==> src/hw/rtl/rau_pkg.sv <==
`default_nettype none

package rau_pkg;

	localparam int OPERAND_WIDTH = 32;
	localparam int MAG_W         = 64;
	localparam int CNT_W         = 6;

	localparam logic [CNT_W-1:0] CNT_LAST = CNT_W'(MAG_W - 1);
	localparam logic [MAG_W-1:0] POS_MAX  = {1'b0, {(MAG_W-1){1'b1}}};
	localparam logic [MAG_W-1:0] NEG_LIM  = {1'b1, {(MAG_W-1){1'b0}}};

	typedef logic [OPERAND_WIDTH-1:0] mag_t;

	typedef enum logic [2:0] {
		FUNC_ADD     = 3'd0,
		FUNC_SUB     = 3'd1,
		FUNC_MUL     = 3'd2,
		FUNC_DIV     = 3'd3,
		FUNC_MUL_INT = 3'd4,
		FUNC_DIV_INT = 3'd5,
		FUNC_REDUCE  = 3'd6
	} func_t;

	typedef enum logic [3:0] {
		ST_IDLE,
		ST_MUL0,
		ST_MUL1,
		ST_MUL2,
		ST_ADD,
		ST_ADD2,
		ST_SIGN,
		ST_GCD,
		ST_DIVN,
		ST_DIVD,
		ST_OUT
	} state_t;

	function automatic mag_t to_mag(input mag_t v);
		to_mag = v[OPERAND_WIDTH-1] ? (~v + mag_t'(1)) : v;
	endfunction

endpackage

`default_nettype wire

==> src/hw/rtl/rational_arithmetic_unit.sv <==
`default_nettype none

// Channel | Direction | Beat contents
// s       | in        | tuser: func[2:0]; tdata: a_num, a_den, b_num, b_den (32 bits each)
// m       | out       | tdata: res_num[63:0], res_den[126:64], zero_den_error[127],
//         |           |        overflow[128], zeros up to bit 135
//
// One item at a time: s_tready is high only while idle. An item runs up to three
// products on one 32x32 multiplier, a binary GCD (one compare/subtract, swap or shift
// a cycle) and two 64-step restoring divisions, all on one shared 65-bit adder. The
// result waits in the output register; a stalled m side holds the next result in the
// last step. arst_n clears control.

module rational_arithmetic_unit (
	input  wire         clk,
	input  wire         arst_n,
	input  wire         s_tvalid,
	output logic        s_tready,
	input  wire [127:0] s_tdata,  // a_num, a_den, b_num, b_den
	input  wire [2:0]   s_tuser,  // func
	output logic        m_tvalid,
	input  wire         m_tready,
	output logic [135:0] m_tdata  // res_num, res_den, zero_den_error, overflow
);

	localparam int OW = rau_pkg::OPERAND_WIDTH;
	localparam int MW = rau_pkg::MAG_W;

	rau_pkg::state_t state_q, state_d;

	rau_pkg::func_t func_q;
	rau_pkg::mag_t  an_q, ad_q, bn_q, bd_q;
	logic           an_neg_q, ad_neg_q, bn_neg_q, bd_neg_q;
	logic           zerr_q;

	logic [MW-1:0]  num_q, t1_q, den_q;
	logic           num_neg_q, t1_neg_q, den_neg_q;

	logic [MW-1:0]  gx_q, gy_q, g_q, q_q, rem_q;
	logic [rau_pkg::CNT_W-1:0] gk_q, cnt_q;

	logic [MW-1:0]  res_num_q;
	logic [MW-2:0]  res_den_q;
	logic           res_zerr_q, res_ovf_q, m_tvalid_q;

	// shared units
	rau_pkg::mag_t  mul_a, mul_b;
	logic           mul_neg;
	logic [2*OW-1:0] mul_p;
	logic [MW:0]    alu_a, alu_b;
	logic           alu_sub;
	logic [MW+1:0]  alu_r;
	logic           borrow;

	logic           is_addsub, accept, out_load;
	rau_pkg::mag_t  in_an, in_ad, in_bn, in_bd, ad_mag, bd_mag;
	rau_pkg::func_t in_func;
	logic [MW-1:0]  q_nxt, rem_nxt, den_eff;
	logic           den_zero, ovf_c;
	logic [MW-1:0]  rn_c;

	assign mul_p = mul_a * mul_b;
	assign alu_r = alu_sub ? ({1'b0, alu_a} - {1'b0, alu_b}) : ({1'b0, alu_a} + {1'b0, alu_b});
	assign borrow = alu_r[MW+1];

	assign is_addsub = (func_q == rau_pkg::FUNC_ADD) || (func_q == rau_pkg::FUNC_SUB);
	assign accept    = s_tvalid && s_tready;
	assign out_load  = (state_q == rau_pkg::ST_OUT) && (!m_tvalid_q || m_tready);

	assign in_func = rau_pkg::func_t'(s_tuser);
	assign in_an   = s_tdata[OW-1:0];
	assign in_ad   = s_tdata[32 +: OW];
	assign in_bn   = s_tdata[64 +: OW];
	assign in_bd   = s_tdata[96 +: OW];
	assign ad_mag  = rau_pkg::to_mag(in_ad);
	assign bd_mag  = rau_pkg::to_mag(in_bd);

	assign q_nxt   = {q_q[MW-2:0], ~borrow};
	assign rem_nxt = borrow ? alu_a[MW-1:0] : alu_r[MW-1:0];

	assign den_zero = (den_q == '0);
	assign den_eff  = den_zero ? MW'(1) : den_q;

	always_comb begin
		if (num_neg_q) begin
			ovf_c = (num_q > rau_pkg::NEG_LIM);
			rn_c  = ovf_c ? rau_pkg::NEG_LIM : (~num_q + MW'(1));
		end else begin
			ovf_c = (num_q > rau_pkg::POS_MAX);
			rn_c  = ovf_c ? rau_pkg::POS_MAX : num_q;
		end
	end

	// next state
	always_comb begin
		state_d = state_q;
		unique case (state_q)
			rau_pkg::ST_IDLE: if (accept) state_d = rau_pkg::ST_MUL0;
			rau_pkg::ST_MUL0: state_d = is_addsub ? rau_pkg::ST_MUL1 : rau_pkg::ST_MUL2;
			rau_pkg::ST_MUL1: state_d = rau_pkg::ST_MUL2;
			rau_pkg::ST_MUL2: state_d = is_addsub ? rau_pkg::ST_ADD : rau_pkg::ST_SIGN;
			rau_pkg::ST_ADD:  state_d = (alu_sub && borrow) ? rau_pkg::ST_ADD2 : rau_pkg::ST_SIGN;
			rau_pkg::ST_ADD2: state_d = rau_pkg::ST_SIGN;
			rau_pkg::ST_SIGN: state_d = rau_pkg::ST_GCD;
			rau_pkg::ST_GCD:  if (gx_q == '0) state_d = rau_pkg::ST_DIVN;
			rau_pkg::ST_DIVN: if (cnt_q == rau_pkg::CNT_LAST) state_d = rau_pkg::ST_DIVD;
			rau_pkg::ST_DIVD: if (cnt_q == rau_pkg::CNT_LAST) state_d = rau_pkg::ST_OUT;
			rau_pkg::ST_OUT:  if (out_load) state_d = rau_pkg::ST_IDLE;
			default:          state_d = rau_pkg::ST_IDLE;
		endcase
	end

	// unit controls
	always_comb begin
		s_tready = 1'b0;
		mul_a    = an_q;
		mul_b    = rau_pkg::mag_t'(1);
		mul_neg  = an_neg_q;
		alu_a    = {1'b0, gx_q};
		alu_b    = {1'b0, gy_q};
		alu_sub  = 1'b1;
		unique case (state_q)
			rau_pkg::ST_IDLE: s_tready = 1'b1;
			rau_pkg::ST_MUL0: begin
				unique case (func_q)
					rau_pkg::FUNC_ADD, rau_pkg::FUNC_SUB, rau_pkg::FUNC_DIV: begin
						mul_b   = bd_q;
						mul_neg = an_neg_q ^ bd_neg_q;
					end
					rau_pkg::FUNC_MUL, rau_pkg::FUNC_MUL_INT: begin
						mul_b   = bn_q;
						mul_neg = an_neg_q ^ bn_neg_q;
					end
					default: ;
				endcase
			end
			rau_pkg::ST_MUL1: begin
				mul_a   = bn_q;
				mul_b   = ad_q;
				mul_neg = bn_neg_q ^ ad_neg_q ^ (func_q == rau_pkg::FUNC_SUB);
			end
			rau_pkg::ST_MUL2: begin
				mul_a   = ad_q;
				mul_neg = ad_neg_q;
				unique case (func_q)
					rau_pkg::FUNC_ADD, rau_pkg::FUNC_SUB, rau_pkg::FUNC_MUL: begin
						mul_b   = bd_q;
						mul_neg = ad_neg_q ^ bd_neg_q;
					end
					rau_pkg::FUNC_DIV, rau_pkg::FUNC_DIV_INT: begin
						mul_b   = bn_q;
						mul_neg = ad_neg_q ^ bn_neg_q;
					end
					default: ;
				endcase
			end
			rau_pkg::ST_ADD: begin
				alu_a   = {1'b0, num_q};
				alu_b   = {1'b0, t1_q};
				alu_sub = (num_neg_q != t1_neg_q);
			end
			rau_pkg::ST_ADD2: begin
				alu_a = {1'b0, t1_q};
				alu_b = {1'b0, num_q};
			end
			rau_pkg::ST_DIVN, rau_pkg::ST_DIVD: begin
				alu_a = {rem_q, q_q[MW-1]};
				alu_b = {1'b0, g_q};
			end
			default: ;
		endcase
	end

	always_ff @(posedge clk or negedge arst_n) begin
		if (!arst_n) begin
			state_q    <= rau_pkg::ST_IDLE;
			m_tvalid_q <= 1'b0;
		end else begin
			state_q <= state_d;
			if (out_load) begin
				m_tvalid_q <= 1'b1;
			end else if (m_tready) begin
				m_tvalid_q <= 1'b0;
			end
		end
	end

	always_ff @(posedge clk) begin
		unique case (state_q)
			rau_pkg::ST_IDLE: begin
				if (accept) begin
					func_q   <= in_func;
					an_q     <= rau_pkg::to_mag(in_an);
					an_neg_q <= in_an[OW-1];
					bn_q     <= rau_pkg::to_mag(in_bn);
					bn_neg_q <= in_bn[OW-1];
					ad_q     <= (ad_mag == '0) ? rau_pkg::mag_t'(1) : ad_mag;
					ad_neg_q <= in_ad[OW-1];
					bd_q     <= (bd_mag == '0) ? rau_pkg::mag_t'(1) : bd_mag;
					bd_neg_q <= in_bd[OW-1];
					zerr_q   <= (ad_mag == '0) ||
						((bd_mag == '0) && (in_func <= rau_pkg::FUNC_DIV));
				end
			end
			rau_pkg::ST_MUL0: begin
				num_q     <= MW'(mul_p);
				num_neg_q <= mul_neg;
			end
			rau_pkg::ST_MUL1: begin
				t1_q     <= MW'(mul_p);
				t1_neg_q <= mul_neg;
			end
			rau_pkg::ST_MUL2: begin
				den_q     <= MW'(mul_p);
				den_neg_q <= mul_neg;
			end
			rau_pkg::ST_ADD: begin
				// opposite signs with the second term larger: redo as t1 - num
				if (!(alu_sub && borrow)) num_q <= alu_r[MW-1:0];
			end
			rau_pkg::ST_ADD2: begin
				num_q     <= alu_r[MW-1:0];
				num_neg_q <= t1_neg_q;
			end
			rau_pkg::ST_SIGN: begin
				num_neg_q <= (num_q != '0) && (num_neg_q ^ (den_neg_q && !den_zero));
				zerr_q    <= zerr_q || den_zero;
				den_q     <= den_eff;
				gx_q      <= num_q;
				gy_q      <= den_eff;
				gk_q      <= '0;
			end
			rau_pkg::ST_GCD: begin
				priority if (gx_q == '0) begin
					g_q   <= gy_q << gk_q;
					q_q   <= num_q;
					rem_q <= '0;
					cnt_q <= '0;
				end else if (!gx_q[0] && !gy_q[0]) begin
					gx_q <= gx_q >> 1;
					gy_q <= gy_q >> 1;
					gk_q <= gk_q + 1'b1;
				end else if (!gx_q[0]) begin
					gx_q <= gx_q >> 1;
				end else if (!gy_q[0]) begin
					gy_q <= gy_q >> 1;
				end else if (borrow) begin
					// keep x >= y: swap, subtract next beat
					gx_q <= gy_q;
					gy_q <= gx_q;
				end else begin
					gx_q <= alu_r[MW-1:0];
				end
			end
			rau_pkg::ST_DIVN: begin
				cnt_q <= cnt_q + 1'b1;
				if (cnt_q == rau_pkg::CNT_LAST) begin
					num_q <= q_nxt;
					q_q   <= den_q;
					rem_q <= '0;
				end else begin
					q_q   <= q_nxt;
					rem_q <= rem_nxt;
				end
			end
			rau_pkg::ST_DIVD: begin
				cnt_q <= cnt_q + 1'b1;
				q_q   <= q_nxt;
				rem_q <= rem_nxt;
				if (cnt_q == rau_pkg::CNT_LAST) den_q <= q_nxt;
			end
			rau_pkg::ST_OUT: begin
				if (out_load) begin
					res_num_q  <= rn_c;
					res_den_q  <= den_q[MW-2:0];
					res_zerr_q <= zerr_q;
					res_ovf_q  <= ovf_c;
				end
			end
			default: ;
		endcase
	end

	assign m_tvalid = m_tvalid_q;
	assign m_tdata  = {7'b0, res_ovf_q, res_zerr_q, res_den_q, res_num_q};

endmodule

`default_nettype wire

==> config.mk <==
export PLATFORM = sky130hd
export DESIGN_NAME = rational_arithmetic_unit
export DESIGN_NICKNAME = d
export VERILOG_FILES = /design/src/hw/rtl/rau_pkg.sv /design/src/hw/rtl/rational_arithmetic_unit.sv
export SDC_FILE = /design/constraint.sdc
export NUM_CORES = 2
export LEC_CHECK = 0
export BUFFER_PORTS_ARGS = -buffer_cell sky130_fd_sc_hd__buf_2
export CAP_MARGIN = 20
export CORE_ASPECT_RATIO = 1.4
export CORE_MARGIN = 1
export CORE_UTILIZATION = 30
export DETAILED_ROUTE_END_ITERATION = 8
export PLACE_DENSITY = 0.47
export SYNTH_ARGS = -nofsm -noshare
export SYNTH_HDL_FRONTEND = slang
export SYNTH_SLANG_ARGS = --single-unit
==> constraint.sdc <==
create_clock -name clk -period 24.1 [get_ports clk]
set_clock_uncertainty 0.05 [all_clocks]
set_input_delay 4.82 -clock clk [delete_from_list [all_inputs] [get_ports clk]]
set_output_delay 4.82 -clock clk [all_outputs]
set_load 0.01 [all_outputs]
Word-level counts from Yosys, hierarchy flattened
Cells that the tools add are included.

storage, ports and cells
  bits in registers = 797
  input bits = 135
  output and inout bits = 138
  word-level logic and storage cells = 199

operators by class
  add/sub/neg operators = 9
  multiply operators = 1
  $lt $le $gt $ge = 3
  equal/unequal tests = 28
  shift operators = 1
  muxes and demuxes = 63
  bitwise operators = 12
  reduce and logical (&&, ||, !) cells = 49

operator list
  operator                                                         number
  two-way mux 64 bit                                               21
  one-hot mux 64 bit (3 select lines)                              4
  one-hot mux 64 bit (2 select lines)                              2
  one-hot mux 64 bit (4 select lines)                              1
  one-hot mux 65 bit (3 select lines)                              1
  one-hot mux 32 bit (2 select lines)                              3
  adder 32 x 1 -> 32 bit, second input constant                    4
  zero test 64 bit                                                 2
  inverter 32 bit                                                  4
  one-hot mux 32 bit (3 select lines)                              1
  adder 65 x 65 -> 66 bit                                          1
  two-way mux 66 bit                                               1
  subtractor 65 x 65 -> 66 bit                                     1
  adder 64 x 1 -> 64 bit, second input constant                    1
  greater-than comparator 64 x 63 -> 1 bit, second input constant  1
  greater-than comparator 64 bit, second input constant            1
  zero test 32 bit                                                 2
  multiplier 32 x 32 -> 64 bit                                     1
  two-way mux 32 bit                                               2
  inverter 64 bit                                                  1
  nonzero test 64 bit                                              1
  left shift 64 x 6 -> 64 bit                                      1
  two-way mux 31 bit                                               2
  one-hot mux 4 bit (11 select lines)                              1
  37 further kinds                                                 106

Logic depth before layout (Yosys ltp)
  depth after elaboration = 11
  depth in mapped cells = 42
  gate-level depth less buffers = 33

Least setup slack after synthesis
Ideal clock, no wire load.

  path type = reg2reg
  start point = register state_q[1]
  end point = register num_q[60], data pin
  setup time = 0.275 ns
  arrival = 12.130 ns
  required time = 23.775 ns
  path slack = 11.645 ns
  cell stages (with the launch flop) = 39
  buffers on the path = 10
  period minus slack after synthesis = 12.455 ns
  cell sequence = dfrtp_1 > buf_2 > buf_2 > buf_1 > buf_1 > buf_2 > nand2b_1 > nor3_1 > clkbuf_1 > buf_1 > a22oi_1 > nand2_1 > clkbuf_1 > buf_1 > nand2_1 > fa_1 > inv_1 > fa_1 > [... 3 more ...] > inv_1 > fa_1 > fa_1 > fa_1 > inv_1 > fa_1 > inv_1 > ha_1 > clkbuf_1 > nand4_1 > nor3_1 > inv_1 > o41ai_1 > a211oi_1 > o311ai_0 > a21oi_1 > xor2_1 > o221ai_1

on the way
  longest elaborated chain between the ends = 7
  elaborated cells on any way between the ends = 19
  those cells by class = add/sub: 2; mul: 1; eq/ne: 7; mux: 8; reduce/logical: 1

ends and longest elaborated chain
  what                                                                                  line                             text
  start, declared                                                                       rational_arithmetic_unit.sv:29   rau_pkg::state_t state_q, state_d;
  start signal, assigned                                                                rational_arithmetic_unit.sv:176  state_q <= rau_pkg::ST_IDLE;
  start signal, assigned                                                                rational_arithmetic_unit.sv:179  state_q <= state_d;
  parallel branches: the longest is 6 deep, another holds multiplier 32 x 32 -> 64 bit  -
  one-hot mux 64 bit (4 select lines) (*)                                               rational_arithmetic_unit.sv:189  unique case (state_q)
  end signal, assigned                                                                  rational_arithmetic_unit.sv:206  num_q <= MW'(mul_p);
  end signal, assigned                                                                  rational_arithmetic_unit.sv:219  if (!(alu_sub && borrow)) num_q <= alu_r[MW-1:0];
  end signal, assigned                                                                  rational_arithmetic_unit.sv:222  num_q <= alu_r[MW-1:0];
  end, declared                                                                         rational_arithmetic_unit.sv:36   logic [MW-1:0] num_q, t1_q, den_q;

Every way passes the cells marked *. The select of a mux whose other input is x is not followed.
A chain may end at the register's enable or synchronous reset.

Final worst setup path
  start point = register state_q[3]
  end point = register gx_q[28], data pin

on the way
  longest elaborated chain between the ends = 11
  elaborated cells on any way between the ends = 19
  those cells by class = add/sub: 2; eq/ne: 6; mux: 10; reduce/logical: 1

ends and longest elaborated chain
  what                                                                                               line                             text
  == test 4 bit                                                                                      rational_arithmetic_unit.sv:122  unique case (state_q)
  OR reduction 2 bit (no line)                                                                       -
  one-hot mux 65 bit (3 select lines) / one-hot mux 64 bit (3 select lines) (equally long branches)  rational_arithmetic_unit.sv:122
  adder 65 x 65 -> 66 bit / subtractor 65 x 65 -> 66 bit (equally long branches)                     rational_arithmetic_unit.sv:63   assign alu_r = alu_sub ? ({1'b0, alu_a} - {1'b0, alu_b}) : ({1'b0, alu_a} + {1'b0, alu_b});
  two-way mux 66 bit                                                                                 rational_arithmetic_unit.sv:63
  two-way mux 64 bit                                                                                 rational_arithmetic_unit.sv:247  end else if (borrow) begin
  two-way mux 64 bit                                                                                 rational_arithmetic_unit.sv:245  end else if (!gy_q[0]) begin
  two-way mux 64 bit                                                                                 rational_arithmetic_unit.sv:243  end else if (!gx_q[0]) begin
  two-way mux 64 bit                                                                                 rational_arithmetic_unit.sv:239  end else if (!gx_q[0] && !gy_q[0]) begin
  two-way mux 64 bit                                                                                 rational_arithmetic_unit.sv:234  priority if (gx_q == '0) begin
  one-hot mux 64 bit (2 select lines) (*)                                                            rational_arithmetic_unit.sv:189
  end signal, assigned                                                                               rational_arithmetic_unit.sv:240  gx_q <= gx_q >> 1;
  end signal, assigned                                                                               rational_arithmetic_unit.sv:244  gx_q <= gx_q >> 1;
  end signal, assigned                                                                               rational_arithmetic_unit.sv:249  gx_q <= gy_q;
  end, declared                                                                                      rational_arithmetic_unit.sv:39   logic [MW-1:0] gx_q, gy_q, g_q, q_q, rem_q;

Mark *: on every way between the ends. The rest lies on a longest branch, timed or not. The select of a mux whose other input is x is not followed.

==> reports/metrics.yaml <==
wire_per_inst_um: 33.79
synthSimpleGateAreaFrac_pct: 14.57
htreeDepth: 3
clock-root-buffer: "clkbuf_16"
die-height_um: 622.0
post_cts_buffers: 0
drt.antenna.violating_nets: 0
tightest_slew_ps: 1206
area_delta_synth_final_pct: 11.48
postCtsHoldBufs: 0
holdCritPathClass: "register to register"
vias_per_cell: 5.684
fmax_mhz: 81.18
worst-path-max-fanout: 45
period_share_pct: 51.11
maxCapViolations: 0
r2r_start: "state_q[3]"
finalHoldViolCount: 0
synth-seq-cells: 797
grt_pass1_vias: 75100
status: "finished clean"
synth_edf_count: 792
startpoint: "state_q[3]"
coreArea_um2: 272900
min_from: "zerr_q"
drive_above_1_share_pct: 9.817
routed-via-count: 72070
synth_adder_area_share_pct: 26.90
synth_compound_area_share_pct: 13.80
clock_latency_ps: 800
grt-ovfl-total: 0
yosys_warnings: 0
n_fill_cell: 28330
setup_ws_ps: 11780
synth_cell_types: 97
die-area_um2: 276700
synth.area.mux_share_pct: 4.254
dp_slack_ps: 12210
cts.clk_slew.worst_paths_ps: 70
synth_xor_area_share_pct: 3.411
first_pass_iters: 7
io_pins: 273
die_w_um: 444.9
final_cell_mix: "1234 x nand2_1, 1112 x inv_1, 947 x nor2_1"
cts_resized: 0
antenna_found_initial: 33
finalWeightedCongestion: 1.006
cts_tree: "built"
route.detailed.drc: 0
final.setup.tns_ps: 0
io_buffers: 265
numClockSinks: 797
rsz0062_at_grt: "false"
cp_data_arrival_time_ps: 12710
start_kind: "register"
final_nets: 10300
relSlewSlack_pct: 19.43
syn_avg_cell_area_um2: 9.251
initial_core_util_pct: 30.18
min_period_ps: 12320
seq_area_frac_synth_pct: 29.02
synth_top_family_by_area: "adder cells"
cts_buffers: 93
grt_max_degree: 98
rows: 227
grt_usage_pct: 30.49
slew_viol_final: 0
drt-total-wl_mm: 428.5
end_kind: "register"
setup-violations-final: 0
grt_pass1_wl_mm: 591.6
final_common_cell: "nand2_1"
hpwl_mm: 334.2
synth_ff_type: "edfxtp_1"
drt-initial-drc-count: 7519
worstSetupPathType: "register to register"
clk_path_buf_depth: 3
synthCells: 8905
cp.required_ps: 24490
syn-cell-area_um2: 82380
final_util_pct: 33.65
async_flop_share_pct: 0.6274
cell families (layout without fill, tap and decap cells):
| family | Yosys count | count (layout) |
|---|---|---|
| adders and majority gates | 1233 | 1233 |
| buffers and inverters | 1737 | 1831 |
| AOI/OAI and AO/OA | 1734 | 1734 |
| xor gates and xnor gates | 320 | 320 |
| DFF | 797 | 797 |
| and+or+nand+nor | 2797 | 2797 |
| other | 1 | 18 |
| muxes | 286 | 286 |
state kept, by name, indices dropped and copies added (netlist names), 32 cells and up:
name	count
rem_q	64
ad_q	32
bn_q	32
an_q	32
gx_q	64
g_q	64
res_num_q	64
gy_q	64
num_q	64
res_den_q	63
bd_q	32
den_q	64
t1_q	64
q_q	64
final timing paths:
kind | to | slack (ps) | depth (start not counted)
max reg2reg | gx_q[28] | 11780 | 26
min reg2reg | res_zerr_q | 460 | 0
min in group asynchronous | m_tvalid | 3820 | 1
max in group asynchronous | state_q[0] | 19950 | 1
min | res_zerr_q | 460 | 0
max | gx_q[28] | 11780 | 26
Yosys cell counts, drive strengths merged, types with 19 or more instances:
master  count  area (um^2)
nand2b     46        295.3
o31ai      57        432.9
a21oi     476         2382
a21o      108        810.8
mux4       50         1126
nor4       65        412.9
nor2b      31        193.9
xor2       94        830.8
mux2i     223         2232
o22ai      96        600.6
o21ai     379         1908
and3       39        244.0
buf       111        509.2
fa        897        17960
edfxtp    792        23780
clkbuf    509         1912
or2        24        150.1
nand3      79        395.4
o41ai      22        192.7
nor3       76        396.6
inv      1115         4185
nand4      56        350.3
ha        336         4204
nor2      956         3588
xnor2     226         1979
a211oi     23        172.7
a222oi    135         1351
o221ai     22        198.9
o22a       21        183.9
o211ai     19        142.6
and2       52        325.3
o21a       20        150.1
a31oi      47        294.0
o311ai     21        183.9
a221o      22        220.2
or4        37        285.3
or3        42        267.8
a22oi     150         1126
nand2    1245         4673
cell type report:
| class | count | area (um^2) | share of cell area (%) |
|---|---|---|---|
| multi-input cells | 6377 | 52360 | 57.02 |
| repair buffers | 541 | 3671 | 3.997 |
| clock buffers | 111 | 2395 | 2.608 |
| well taps | 3664 | 4584 | 4.992 |
| diodes | 11 | 27.53 | 0.02997 |
| clock inverters | 62 | 683.2 | 0.7439 |
| flip-flops and latches | 797 | 23920 | 26.04 |
| inverters | 1117 | 4194 | 4.567 |
routing by layer:
layer / wire [um] / global-route usage (%)
met1: 143500 / 31.58
met5: 120 / 0
met2: 213000 / 53.34
met3: 26380 / 4.533
met4: 45510 / 27.08
worst max-delay path: stages (launching register included):
cell,delay (ps)
dfrtp_2,340
buf_4,530
nand2b_1,750
buf_4,350
nor2_4,160
buf_4,390
a222oi_1,560
and4_1,450
nand4b_2,350
nor3_4,540
nand3_1,470
nand2_1,220
xor2_1,90
ha_1,470
nand4_1,330
nor3_1,530
nand2_1,220
a211oi_2,940
o21ai_0,540
a2111oi_0,1010
nor2_1,160
o21ai_1,650
xnor2_2,230
buf_4,380
buf_4,600
mux2i_1,270
o22ai_1,90
per-stage QoR:
stage | instance area [um^2] | hold slack [ps] | instances
after floorplan | 82400 | 377.6 | 8911
after global placement | 88280 | 445.9 | 12470
after detailed placement | 88600 | 445.7 | 12490
after CTS | 91680 | 468.7 | 12660
after global routing | 91810 | 480.5 | 12670
final | 91830 | 460.9 | 12680
Power is not shown: default switching activity piles up to over one toggle a cycle in this logic, so the estimate is an artifact.
